[src/sv/mlk_pkg.sv]
// package for the morse lamp keyer: types, codes, morse table and helpers
`timescale 1ns / 1ps
`default_nettype none
package mlk_pkg;

  // default depth of the queue between classifier and sequencer
  localparam int unsigned QUEUE_DEPTH_DEF = 2;

  // item kinds after classification
  localparam logic [1:0] KIND_SYM   = 2'd0;
  localparam logic [1:0] KIND_SPACE = 2'd1;
  localparam logic [1:0] KIND_OTHER = 2'd2;

  // configuration register indexes
  localparam logic [7:0] REG_DOT_LENGTH      = 8'd0;
  localparam logic [7:0] REG_DASH_LENGTH     = 8'd1;
  localparam logic [7:0] REG_WORD_GAP_LENGTH = 8'd2;
  localparam logic [7:0] REG_ON_LEVEL        = 8'd3;

  localparam int unsigned NUM_SYMBOLS = 36;
  localparam logic [7:0] ASCII_SPACE = 8'h20;

  // element bits, first element in the highest used bit; 1 = dot, 0 = dash
  localparam logic [4:0] MORSE_BITS [NUM_SYMBOLS] = '{
    5'h02, 5'h07, 5'h05, 5'h03, 5'h01, 5'h0D, 5'h01, 5'h0F, 5'h03, 5'h08, 5'h02, 5'h0B,
    5'h00, 5'h01, 5'h00, 5'h09, 5'h02, 5'h05, 5'h07, 5'h00, 5'h06, 5'h0E, 5'h04, 5'h06,
    5'h04, 5'h03,
    5'h00, 5'h10, 5'h18, 5'h1C, 5'h1E, 5'h1F, 5'h0F, 5'h07, 5'h03, 5'h01
  };

  localparam logic [2:0] MORSE_LEN [NUM_SYMBOLS] = '{
    3'd2, 3'd4, 3'd4, 3'd3, 3'd1, 3'd4, 3'd3, 3'd4, 3'd2, 3'd4, 3'd3, 3'd4, 3'd2,
    3'd2, 3'd3, 3'd4, 3'd4, 3'd3, 3'd3, 3'd1, 3'd3, 3'd4, 3'd3, 3'd4, 3'd4, 3'd4,
    3'd5, 3'd5, 3'd5, 3'd5, 3'd5, 3'd5, 3'd5, 3'd5, 3'd5, 3'd5
  };

  // classified item: kind, element count, elements left-aligned in bits[4]
  typedef struct packed {
    logic [1:0] kind;
    logic [2:0] len;
    logic [4:0] bits;
  } sym_t;

  // configuration registers as seen by the sequencer
  typedef struct packed {
    logic [15:0] dot_length;
    logic [15:0] dash_length;
    logic [15:0] word_gap_length;
    logic [15:0] on_level;
  } cfg_t;

  // map one ascii byte to its kind and morse elements
  function automatic sym_t classify(input logic [7:0] ch);
    sym_t       s;
    logic [5:0] idx;
    logic [4:0] raw;
    logic [2:0] sh;
    s   = '0;
    idx = '0;
    if (ch inside {[8'h61:8'h7A]}) begin
      idx = 6'(ch - 8'h61);
    end else begin
      idx = 6'(ch - 8'h30 + 8'd26);
    end
    if ((ch inside {[8'h61:8'h7A]}) || (ch inside {[8'h30:8'h39]})) begin
      raw    = MORSE_BITS[idx];
      s.len  = MORSE_LEN[idx];
      sh     = 3'd5 - s.len;
      s.bits = raw << sh;
      s.kind = KIND_SYM;
    end else if (ch == ASCII_SPACE) begin
      s.kind = KIND_SPACE;
    end else begin
      s.kind = KIND_OTHER;
    end
    return s;
  endfunction

  // a zero duration register counts as one tick
  function automatic logic [15:0] at_least_one(input logic [15:0] v);
    return (v == 16'd0) ? 16'd1 : v;
  endfunction

endpackage
`default_nettype wire

[src/sv/morse_lamp_keyer_unit.sv]
// top level of the morse lamp keyer: config registers, front end, queue, back end
//
//  channel | direction | handshake              | payload
//  in      | input     | in_valid / in_ready    | in_character[7:0]
//  out     | output    | out_valid / out_ready  | out_lamp_level, out_duration, out_last
//  cfg     | input     | cfg_valid / cfg_ready  | cfg_index[7:0], cfg_wdata[15:0]
//
// a letter or digit of n elements gives 2n+1 segments, one per cycle while out_ready
// is high, after the sequencer loads the item; a space or other byte gives one segment.
// the front end register and the queue keep taking items while segments drain, until full.
// rst_n is synchronous; it empties the pipeline and loads the register defaults.
// a stalled out_ready holds the current segment and pauses the sequencer only.
`timescale 1ns / 1ps
`default_nettype none
module morse_lamp_keyer_unit #(
  parameter int unsigned QUEUE_DEPTH = mlk_pkg::QUEUE_DEPTH_DEF
) (
  input  wire logic        clk,
  input  wire logic        rst_n,
  input  wire logic        in_valid,
  output logic             in_ready,
  input  wire logic [7:0]  in_character,
  output logic             out_valid,
  input  wire logic        out_ready,
  output logic [15:0]      out_lamp_level,
  output logic [15:0]      out_duration,
  output logic             out_last,
  input  wire logic        cfg_valid,
  output logic             cfg_ready,
  input  wire logic [7:0]  cfg_index,
  input  wire logic [15:0] cfg_wdata
);

  mlk_pkg::cfg_t cfg_r;
  mlk_pkg::sym_t front_data, queue_data;
  logic          front_valid, front_ready, queue_valid, queue_ready;

  // configuration registers
  assign cfg_ready = 1'b1;

  always_ff @(posedge clk) begin
    if (!rst_n) begin
      cfg_r.dot_length      <= 16'd300;
      cfg_r.dash_length     <= 16'd900;
      cfg_r.word_gap_length <= 16'd6300;
      cfg_r.on_level        <= 16'd131;
    end else if (cfg_valid) begin
      case (cfg_index)
        mlk_pkg::REG_DOT_LENGTH:      cfg_r.dot_length      <= cfg_wdata;
        mlk_pkg::REG_DASH_LENGTH:     cfg_r.dash_length     <= cfg_wdata;
        mlk_pkg::REG_WORD_GAP_LENGTH: cfg_r.word_gap_length <= cfg_wdata;
        mlk_pkg::REG_ON_LEVEL:        cfg_r.on_level        <= cfg_wdata;
        default: begin
        end
      endcase
    end
  end

  // classify incoming characters
  mlk_front u_front (
    .clk          (clk),
    .rst_n        (rst_n),
    .in_valid     (in_valid),
    .in_ready     (in_ready),
    .in_character (in_character),
    .sym_valid    (front_valid),
    .sym_ready    (front_ready),
    .sym_data     (front_data)
  );

  // decouple front end from sequencer
  mlk_queue #(
    .DEPTH (QUEUE_DEPTH)
  ) u_queue (
    .clk      (clk),
    .rst_n    (rst_n),
    .wr_valid (front_valid),
    .wr_ready (front_ready),
    .wr_data  (front_data),
    .rd_valid (queue_valid),
    .rd_ready (queue_ready),
    .rd_data  (queue_data)
  );

  // emit timed segments
  mlk_back u_back (
    .clk            (clk),
    .rst_n          (rst_n),
    .cfg            (cfg_r),
    .sym_valid      (queue_valid),
    .sym_ready      (queue_ready),
    .sym_data       (queue_data),
    .out_valid      (out_valid),
    .out_ready      (out_ready),
    .out_lamp_level (out_lamp_level),
    .out_duration   (out_duration),
    .out_last       (out_last)
  );

endmodule
`default_nettype wire

[src/sv/mlk_front.sv]
// front end: accepts characters and registers their classification
`timescale 1ns / 1ps
`default_nettype none
module mlk_front (
  input  wire logic          clk,
  input  wire logic          rst_n,
  input  wire logic          in_valid,
  output logic               in_ready,
  input  wire logic [7:0]    in_character,
  output logic               sym_valid,
  input  wire logic          sym_ready,
  output mlk_pkg::sym_t      sym_data
);

  logic          valid_r, valid_nxt;
  mlk_pkg::sym_t data_r;

  // one register stage; refills while its item drains
  assign in_ready  = !valid_r || sym_ready;
  assign sym_valid = valid_r;
  assign sym_data  = data_r;

  always_comb begin
    valid_nxt = valid_r;
    if (in_ready) begin
      valid_nxt = in_valid;
    end
  end

  always_ff @(posedge clk) begin
    if (!rst_n) begin
      valid_r <= 1'b0;
    end else begin
      valid_r <= valid_nxt;
    end
  end

  // payload
  always_ff @(posedge clk) begin
    if (in_ready && in_valid) begin
      data_r <= mlk_pkg::classify(in_character);
    end
  end

endmodule
`default_nettype wire

[src/sv/mlk_queue.sv]
// small queue of classified items between front end and sequencer
`timescale 1ns / 1ps
`default_nettype none
module mlk_queue #(
  parameter int unsigned DEPTH = mlk_pkg::QUEUE_DEPTH_DEF
) (
  input  wire logic          clk,
  input  wire logic          rst_n,
  input  wire logic          wr_valid,
  output logic               wr_ready,
  input  wire mlk_pkg::sym_t wr_data,
  output logic               rd_valid,
  input  wire logic          rd_ready,
  output mlk_pkg::sym_t      rd_data
);

  localparam int unsigned PW = (DEPTH > 1) ? $clog2(DEPTH) : 1;
  localparam int unsigned CW = $clog2(DEPTH + 1);

  mlk_pkg::sym_t  mem_r [DEPTH];
  logic [PW-1:0]  wptr_r, wptr_nxt, rptr_r, rptr_nxt;
  logic [CW-1:0]  count_r, count_nxt;
  logic           push, pop;

  assign wr_ready = (count_r != CW'(DEPTH));
  assign rd_valid = (count_r != '0);
  assign rd_data  = mem_r[rptr_r];
  assign push     = wr_valid && wr_ready;
  assign pop      = rd_valid && rd_ready;

  // pointer and fill count update
  always_comb begin
    wptr_nxt  = wptr_r;
    rptr_nxt  = rptr_r;
    count_nxt = count_r;
    if (push) begin
      wptr_nxt = (wptr_r == PW'(DEPTH - 1)) ? '0 : wptr_r + 1'b1;
    end
    if (pop) begin
      rptr_nxt = (rptr_r == PW'(DEPTH - 1)) ? '0 : rptr_r + 1'b1;
    end
    if (push && !pop) begin
      count_nxt = count_r + 1'b1;
    end else if (pop && !push) begin
      count_nxt = count_r - 1'b1;
    end
  end

  always_ff @(posedge clk) begin
    if (!rst_n) begin
      wptr_r  <= '0;
      rptr_r  <= '0;
      count_r <= '0;
    end else begin
      wptr_r  <= wptr_nxt;
      rptr_r  <= rptr_nxt;
      count_r <= count_nxt;
    end
  end

  // entry storage
  always_ff @(posedge clk) begin
    if (push) begin
      mem_r[wptr_r] <= wr_data;
    end
  end

endmodule
`default_nettype wire

[src/sv/mlk_back.sv]
// back end: steps through the elements of one item and emits lamp segments
`timescale 1ns / 1ps
`default_nettype none
module mlk_back (
  input  wire logic          clk,
  input  wire logic          rst_n,
  input  wire mlk_pkg::cfg_t cfg,
  input  wire logic          sym_valid,
  output logic               sym_ready,
  input  wire mlk_pkg::sym_t sym_data,
  output logic               out_valid,
  input  wire logic          out_ready,
  output logic [15:0]        out_lamp_level,
  output logic [15:0]        out_duration,
  output logic               out_last
);

  localparam logic [1:0] ST_IDLE = 2'd0;
  localparam logic [1:0] ST_LIT  = 2'd1;
  localparam logic [1:0] ST_GAP  = 2'd2;
  localparam logic [1:0] ST_END  = 2'd3;

  logic [1:0]  state_r, state_nxt;
  logic [1:0]  kind_r, kind_nxt;
  logic [2:0]  cnt_r, cnt_nxt;
  logic [4:0]  bits_r, bits_nxt;
  logic        out_valid_r, out_valid_nxt;
  logic [15:0] level_r, level_nxt;
  logic [15:0] dur_r, dur_nxt;
  logic        last_r, last_nxt;
  logic        slot_free;
  logic [15:0] dot, dash, gap;

  assign dot       = mlk_pkg::at_least_one(cfg.dot_length);
  assign dash      = mlk_pkg::at_least_one(cfg.dash_length);
  assign gap       = mlk_pkg::at_least_one(cfg.word_gap_length);
  assign slot_free = !out_valid_r || out_ready;
  assign sym_ready = (state_r == ST_IDLE);

  assign out_valid      = out_valid_r;
  assign out_lamp_level = level_r;
  assign out_duration   = dur_r;
  assign out_last       = last_r;

  // segment sequencer
  always_comb begin
    state_nxt     = state_r;
    kind_nxt      = kind_r;
    cnt_nxt       = cnt_r;
    bits_nxt      = bits_r;
    out_valid_nxt = out_valid_r && !out_ready;
    level_nxt     = level_r;
    dur_nxt       = dur_r;
    last_nxt      = last_r;
    case (state_r)
      ST_IDLE: begin
        if (sym_valid) begin
          kind_nxt  = sym_data.kind;
          cnt_nxt   = sym_data.len;
          bits_nxt  = sym_data.bits;
          state_nxt = (sym_data.kind == mlk_pkg::KIND_SYM) ? ST_LIT : ST_END;
        end
      end
      ST_LIT: begin
        if (slot_free) begin
          out_valid_nxt = 1'b1;
          level_nxt     = cfg.on_level;
          dur_nxt       = bits_r[4] ? dot : dash;
          last_nxt      = 1'b0;
          bits_nxt      = {bits_r[3:0], 1'b0};
          cnt_nxt       = cnt_r - 1'b1;
          state_nxt     = ST_GAP;
        end
      end
      ST_GAP: begin
        if (slot_free) begin
          out_valid_nxt = 1'b1;
          level_nxt     = 16'd0;
          dur_nxt       = dot;
          last_nxt      = 1'b0;
          state_nxt     = (cnt_r == 3'd0) ? ST_END : ST_LIT;
        end
      end
      ST_END: begin
        if (slot_free) begin
          out_valid_nxt = 1'b1;
          level_nxt     = 16'd0;
          dur_nxt       = (kind_r == mlk_pkg::KIND_SPACE) ? gap : dot;
          last_nxt      = 1'b1;
          state_nxt     = ST_IDLE;
        end
      end
      default: begin
        state_nxt = ST_IDLE;
      end
    endcase
  end

  always_ff @(posedge clk) begin
    if (!rst_n) begin
      state_r     <= ST_IDLE;
      out_valid_r <= 1'b0;
    end else begin
      state_r     <= state_nxt;
      out_valid_r <= out_valid_nxt;
    end
  end

  // item and output payload
  always_ff @(posedge clk) begin
    kind_r  <= kind_nxt;
    cnt_r   <= cnt_nxt;
    bits_r  <= bits_nxt;
    level_r <= level_nxt;
    dur_r   <= dur_nxt;
    last_r  <= last_nxt;
  end

endmodule
`default_nettype wire
[config.mk]
export PLATFORM = sky130hd
export DESIGN_NAME = morse_lamp_keyer_unit
export DESIGN_NICKNAME = d
export VERILOG_FILES = /design/src/sv/mlk_pkg.sv /design/src/sv/morse_lamp_keyer_unit.sv /design/src/sv/mlk_front.sv /design/src/sv/mlk_queue.sv /design/src/sv/mlk_back.sv
export SDC_FILE = /design/constraint.sdc
export NUM_CORES = 1
export LEC_CHECK = 0
export BUFFER_PORTS_ARGS = -buffer_cell sky130_fd_sc_hd__buf_2
export CAP_MARGIN = 20
export CORE_MARGIN = 2
export CORE_UTILIZATION = 35
export CTS_BUF_LIST = sky130_fd_sc_hd__clkbuf_4
export DETAILED_ROUTE_END_ITERATION = 6
export PLACE_DENSITY = 0.57
export SYNTH_ARGS = -nofsm -noshare
export SYNTH_HDL_FRONTEND = slang
export SYNTH_SLANG_ARGS = --single-unit
[constraint.sdc]
create_clock -name clk -period 4.5 [get_ports clk]
set_input_delay 0.45 -clock clk [delete_from_list [all_inputs] [get_ports clk]]
set_output_delay 0.45 -clock clk [all_outputs]
set_load 0.03 [all_outputs]
# ---- Word level (Yosys, flattened, before mapping)
# Memories as Yosys holds them, arrays and structs flattened. A register that Yosys moved wholly into a read port is not among the register bits.
# Cells that the tools add are included.
dict set report classes {
  add_sub_neg 9
  order_cmp 5
  eq_ne 15
  shifts 1
  n_mux 45
  bitwise_logic 1
  n_reduce_logical 42
}
# operator count
set ops {}
lappend ops {{16-bit 2-to-1 mux} 10}
lappend ops {{16-bit logical NOT} 3}
lappend ops {{16-bit case mux with 3 select lines} 1}
lappend ops {{16-bit case mux with 2 select lines} 1}
lappend ops {{5-bit 2-to-1 mux} 4}
lappend ops {{2-bit 2-to-1 mux} 9}
lappend ops {{8-bit by 2-bit == test with 1-bit output, second input constant} 2}
lappend ops {{3-bit 2-to-1 mux} 4}
lappend ops {{6-bit 2-to-1 mux} 2}
lappend ops {{2-bit by 1-bit != test with 1-bit output, second input constant} 6}
lappend ops {{6-bit subtractor, second input constant} 2}
lappend ops {{1-bit 2-to-1 mux} 10}
lappend ops {{5-bit case mux with 2 select lines} 1}
lappend ops {{2-bit AND reduction} 5}
lappend ops {{2-bit nonzero test} 5}
lappend ops {{3-bit AND reduction} 3}
lappend ops {{8-bit by 1-bit == test with 1-bit output, second input constant} 1}
lappend ops {{8-bit by 6-bit == test with 1-bit output, second input constant} 1}
lappend ops {{8-bit by 6-bit >= comparator with 1-bit output, second input constant} 1}
lappend ops {{8-bit by 7-bit >= comparator with 1-bit output, second input constant} 1}
lappend ops {{8-bit by 6-bit <= comparator with 1-bit output, second input constant} 1}
lappend ops {{8-bit by 7-bit <= comparator with 1-bit output, second input constant} 1}
lappend ops {{1-bit logical AND} 8}
lappend ops {{8-bit logical NOT} 1}
lappend ops {{23 further kinds} 35}
dict set report word_totals {
  ff_bits 125
  ram_bits 20
  romBits 512
  in_bits 37
  out_inout_bits 36
  word_cells 140
  n_memories 3
}
# memory words word_bits read_ports rd_clocked_by_memory_dff wr line_no
set mem_list {}
lappend mem_list {{(name not given)} 64 5 1 0 0 mlk_pkg.sv:66} ;# raw = MORSE_BITS[idx];
lappend mem_list {{(name not given)} 64 3 1 0 0 mlk_pkg.sv:67} ;# s.len = MORSE_LEN[idx];
lappend mem_list {u_queue.mem_r 2 10 1 1 1 mlk_queue.sv:20} ;# mlk_pkg::sym_t mem_r [DEPTH];

# ---- Longest topological paths before layout
dict set report logic_depth {
  word_depth 10
  depth_mapped 19
  mapped_depth_nobuf 17
}

# ---- Cells and area by module
# From an unflattened synthesis, not the netlist that was laid out.
dict set report hier_totals {
  hier_cells 656
  hier_area_um2 7319.5
}
# module instances cells_each area_each_um2 seq_area_each_um2
set modules_own_cells {}
lappend modules_own_cells {morse_lamp_keyer_unit 1 244 2565.0 1281.2}
lappend modules_own_cells {mlk_back 1 181 2275.9 1351.3}
lappend modules_own_cells {mlk_front 1 175 1526.5 320.3}
lappend modules_own_cells {mlk_queue 1 56 952.2 700.7}

# ---- Least setup slack after synthesis
# OpenSTA, ideal clock, no wires.
dict set report synth_path {
  path_type {input port to flip-flop}
  from {input in_character[0]}
  to {register u_front.data_r (netlist bit u_front.sym_data[3]), data pin}
  setup_time_ps 259
  t_arrival_ps 4064
  t_required_ps 4241
  setup_slack_ps 177
  cell_stages 18
  n_path_buf 2
  cell_sequence {buf_2 > inv_1 > ha_1 > nor3b_1 > and2_1 > clkbuf_1 > nor2_2 > xnor2_1 > inv_1 > ha_1 > or3_1 > a211oi_1 > or3_1 > nand2b_1 > ha_1 > nor2_1 > and3_1 > a211o_1}
}
dict set report synth_between {
  elab_chain_len 10
  elab_cells_between_ends 21
  cone_classes {add/sub (4); order compare (4); shift (1); mux (6); bitwise (1); reduce/logical (3); memory (2)}
}
# item line_no
set synth_rtl {}
lappend synth_rtl {{start, declared} morse_lamp_keyer_unit.sv:22} ;# input wire logic [7:0] in_character,
lappend synth_rtl {{6-bit subtractor (tied with other cells)} mlk_pkg.sv:63} ;# idx = 6'(ch - 8'h30 + 8'd26);
lappend synth_rtl {{6-bit by 5-bit adder with 6-bit output / 1-bit logical AND (equally long branches)} {mlk_pkg.sv:63, mlk_pkg.sv:60, mlk_pkg.sv:65}}
lappend synth_rtl {{6-bit 2-to-1 mux} mlk_pkg.sv:60} ;# if (ch inside {[8'h61:8'h7A]}) begin
lappend synth_rtl {{6-bit 2-to-1 mux} mlk_front.sv:40} ;# if (in_ready && in_valid) begin
lappend synth_rtl {{6-bit inverter with 7-bit output (not written as such)} {mlk_pkg.sv:66, mlk_pkg.sv:67}}
lappend synth_rtl {{memory read 64 x 3 bit} n/a}
lappend synth_rtl {{3-bit 2-to-1 mux (not written as such) (2 in a row)} mlk_pkg.sv:67}
lappend synth_rtl {{3-bit subtractor} mlk_pkg.sv:68} ;# sh = 3'd5 - s.len;
lappend synth_rtl {{5-bit by 3-bit << shifter with 5-bit output} mlk_pkg.sv:69} ;# s.bits = raw << sh;
lappend synth_rtl {{end signal, assigned} mlk_front.sv:41} ;# data_r <= mlk_pkg::classify(in_character);
lappend synth_rtl {{end, declared} mlk_front.sv:16} ;# mlk_pkg::sym_t data_r;
# Several ways; a longest one is shown, not always the timed one. The select of a mux whose other input is x is not followed.
# A chain may end at the register's enable or synchronous reset.

# ---- Worst setup path in the final report
dict set report layout_path {
  from {input in_character[1]}
  to {register u_front.data_r (netlist bit u_front.sym_data[3]), data pin}
}
# Same word-level chain as after synthesis.

==> flow_summary_export.csv <==
group,metric,value,unit
clocking,clk_pin_slew_worst_paths,0.13,ns
clocking,cts_sinks,146,
synth,yosys_warnings,0,
drt,vias_per_cell,5.10,
power_and_ir_drop,peakVddDrop,0.162,mV
power_and_ir_drop,p_comb_frac,0.310,
power_and_ir_drop,switching_share,0.348,
sta,fin_tns_setup,0,ns
die,coreArea,0.0196,mm^2
drt,wl_per_cell,16.3,um
sta,finalSetupViolCount,0,
worst_setup_path,crit_chain,"buf_2 > inv_1 > ha_1 > nor3b_1 > and2_1 > o21ai_0 > and2_1 > ha_1 > nand2_1 > a31oi_1 > a31oi_1 > or3b_2 > ha_1 > nor2_1 > nand2b_1 > nor2_1 > a211o_1",
power_and_ir_drop,power.switching,1400,uW
synth,synth_edf_count,73,
drt,vias,5138,
synth,syn_inst,656,
finish,utilization,0.412,
die,start_util,0.360,
drt,postRouteWirelength,16.5,mm
finish,fin_cells,1008,
status,status,"complete, no violations",
place,dp_hpwl,12.0,mm
place,place_area,0.00769,mm^2
worst_setup_path,crit_required,4.79,ns
clocking,cts_buffers,17,
clocking,cts.hold.buffers_added,0,
die,die_w,146,um
synth,ys_types,75,
sta,period_needed,3.86,ns
worst_setup_path,worstReg2RegStart,"u_back.state_r[1]",
sta,rsz0062_at_grt,"no",
drt,drc,0,
synth,synth_top_area_cell,"edfxtp_1",
synth,synth.area.top_cells,"edfxtp_1 (31%), dfxtp_1 (21%), mux2i_1 (8.2%)",
die,die_area,0.0213,mm^2
synth,synth_seq_cells,146,
place,place_inst,972,
finish,final_area,0.00807,mm^2
die,die_h,146,um
power_and_ir_drop,finalPower,4010,uW
global_routing,antenna_found_initial,1,
worst_setup_path,crit_start,"in_character[1]",
sta,fin_skew,0.0249,ns
worst_setup_path,critical_path_class,"primary input to flop",
worst_setup_path,path_max_fanout,7,
finish,nNetsFinal,788,
synth,synth_commonest_cells,"dfxtp_1 (73), edfxtp_1 (73), nand2_1 (65)",
worst_setup_path,cp.arrival,4.14,ns
global_routing,grt_overflow,0,
flow_run,cap_viol_max_count,0,
global_routing,grt_first_pass_wirelength,26.7,mm
drt,drt_first_pass_iters,5,
synth,async_reset_ff_frac,0,
sta,finalMaxSlewViolations,0,
sta,slew_headroom,0.296,
worst_setup_path,crit_path_frequent_cell,"ha_1",
clocking,clk_latency,0.54,ns
power_and_ir_drop,power_density,498,mW/mm^2
synth,syn_nets,715,
clocking,cts_tree,"built",
power_and_ir_drop,clkPwrFrac,0.236,
synth,synth_ff_type,"edfxtp_1",
worst_setup_path,cpPeakStageDelay,0.52,ns
worst_setup_path,slowest_stage,"or3b_2",
finish,drive_gt1_frac,0.190,
global_routing,grt_pass1_vias,5022,
drt,ant_nets,0,
synth,yosysTopAreaCellShare,0.311,
synth,seq_area_frac_synth,0.518,
clocking,clock_tree.root_cell,"clkbuf_4",
sta,fmax,259,MHz
place,port_buffers,71,
power_and_ir_drop,p_leak,0.00328,uW
sta,worst_slew_pin_slew,1.05,ns
drt,drt-initial-drc-count,356,
worst_setup_path,cp-start-kind,"primary input",
clocking,h-tree-depth,4,
clocking,cts_resized,0,
finish,area_growth,14.4,%
sta,hold_viol_final,0,
power_and_ir_drop,seqPwrFrac,0.454,
global_routing,grt_max_degree,74,
clocking,post_cts_buffers,0,
worst_setup_path,cp-end-kind,"flop",
place,place.gp.congestion,0.932,
sta,fin_crit_sh,0.857,
hold_path,hp-class,"primary input to flop",
die,io-pin-count,73,
hold_path,worstHoldStart,"cfg_wdata[1]",
synth,synth_area_per_cell,10.8,um^2
die,rows,51,
clocking,cts_buffer_depth,2,
synth,syn_area,0.00705,mm^2
power_and_ir_drop,power.internal,2620,uW
global_routing,grt_usage,0.157,
[layout by cell type, fill, tap and decap left out, drive strengths merged, types with 8 or more instances in the layout]
master   n
a21boi  18
a21oi   15
a222oi  10
and2    26
and3     8
buf     85
clkbuf  19
dfxtp   73
edfxtp  73
ha      22
inv     30
mux2i   58
nand2   66
nand3    9
nor2    36
nor2b   39
nor3    12
nor4    12
o21ai   24
[cell families (layout without fill, tap and decap cells)]
family,after synthesis,count (layout),share of synthesized area
and+or+nand+nor,238,238,0.179
AOI/OAI and AO/OA,120,120,0.129
adders and majority gates,22,22,0.0390
buffers and inverters,60,146,0.0357
xor gates and xnor gates,7,7,0.00869
other,1,2,0.000532
DFF,146,146,0.518
muxes,62,62,0.0903
[flip-flops by register name, summed over array words and instances (netlist names), named ones only]
signal                 count
u_back.state_r             2
u_back.bits_r              5
u_back.out_duration       16
u_front.sym_valid          1
u_back.out_last            1
u_queue.count_r            2
u_back.kind_r              2
cfg_r                     64
u_queue.rptr_r             1
u_queue.wptr_r             1
u_front.sym_data          10
u_queue.mem_r             20
u_back.out_lamp_level     16
u_back.cnt_r               3
u_back.out_valid           1
[area by class of cell]
type | count | area, um^2
flip-flops and latches | 146 | 3650
clock buffers | 19 | 143
repair buffers | 85 | 480
diodes | 1 | 2.50
clock inverters | 13 | 191
inverters | 29 | 109
well taps | 265 | 332
fillers | 1892 | 11500
multi-input cells | 450 | 3160
[power groups by stage]
stage	clock network [uW]	logic [uW]	registers, uW
floorplan	0	613	2090
global placement	0	1200	1850
detailed placement	0	1220	1860
CTS	976	1220	1830
global route	1030	1350	1850
finish	948	1240	1820
[worst paths after layout]
kind | to | slack [ns] | depth (start not counted)
worst min register to register | u_queue.mem_r[1][7] | 0.45 | 0
worst max-delay path | u_front.sym_data[3] | 0.64 | 17
worst min-delay path | cfg_r[1] | 0.17 | 3
worst max register to register | u_back.out_duration[12] | 1.78 | 7
[metrics by stage]
step,worst slack (ns),hold WS (ns)
after floorplan,0.177,0.421
after global placement,0.243,0.428
after detailed placement,0.0911,0.431
after CTS,0.704,0.108
after global routing,0.368,0.133
final,0.645,0.166
[metal layers]
metal  vias up  share of wire  track usage
met1      2424           0.50        0.223
li1       2529              -            -
met4         0          0.021       0.0612
met2       160           0.43        0.236
met3        25          0.050       0.0326
met5         -              0            0
[critical path: cells and delay by family]
kind | cells | cell delay [ns]
buffers and inverters | 2 | 0.35
AND/OR/NAND/NOR | 8 | 1.70
AO/OA/AOI/OAI | 4 | 0.66
adder cells (fa/ha/maj) | 3 | 0.98
(Power assumes the default switching activity.)
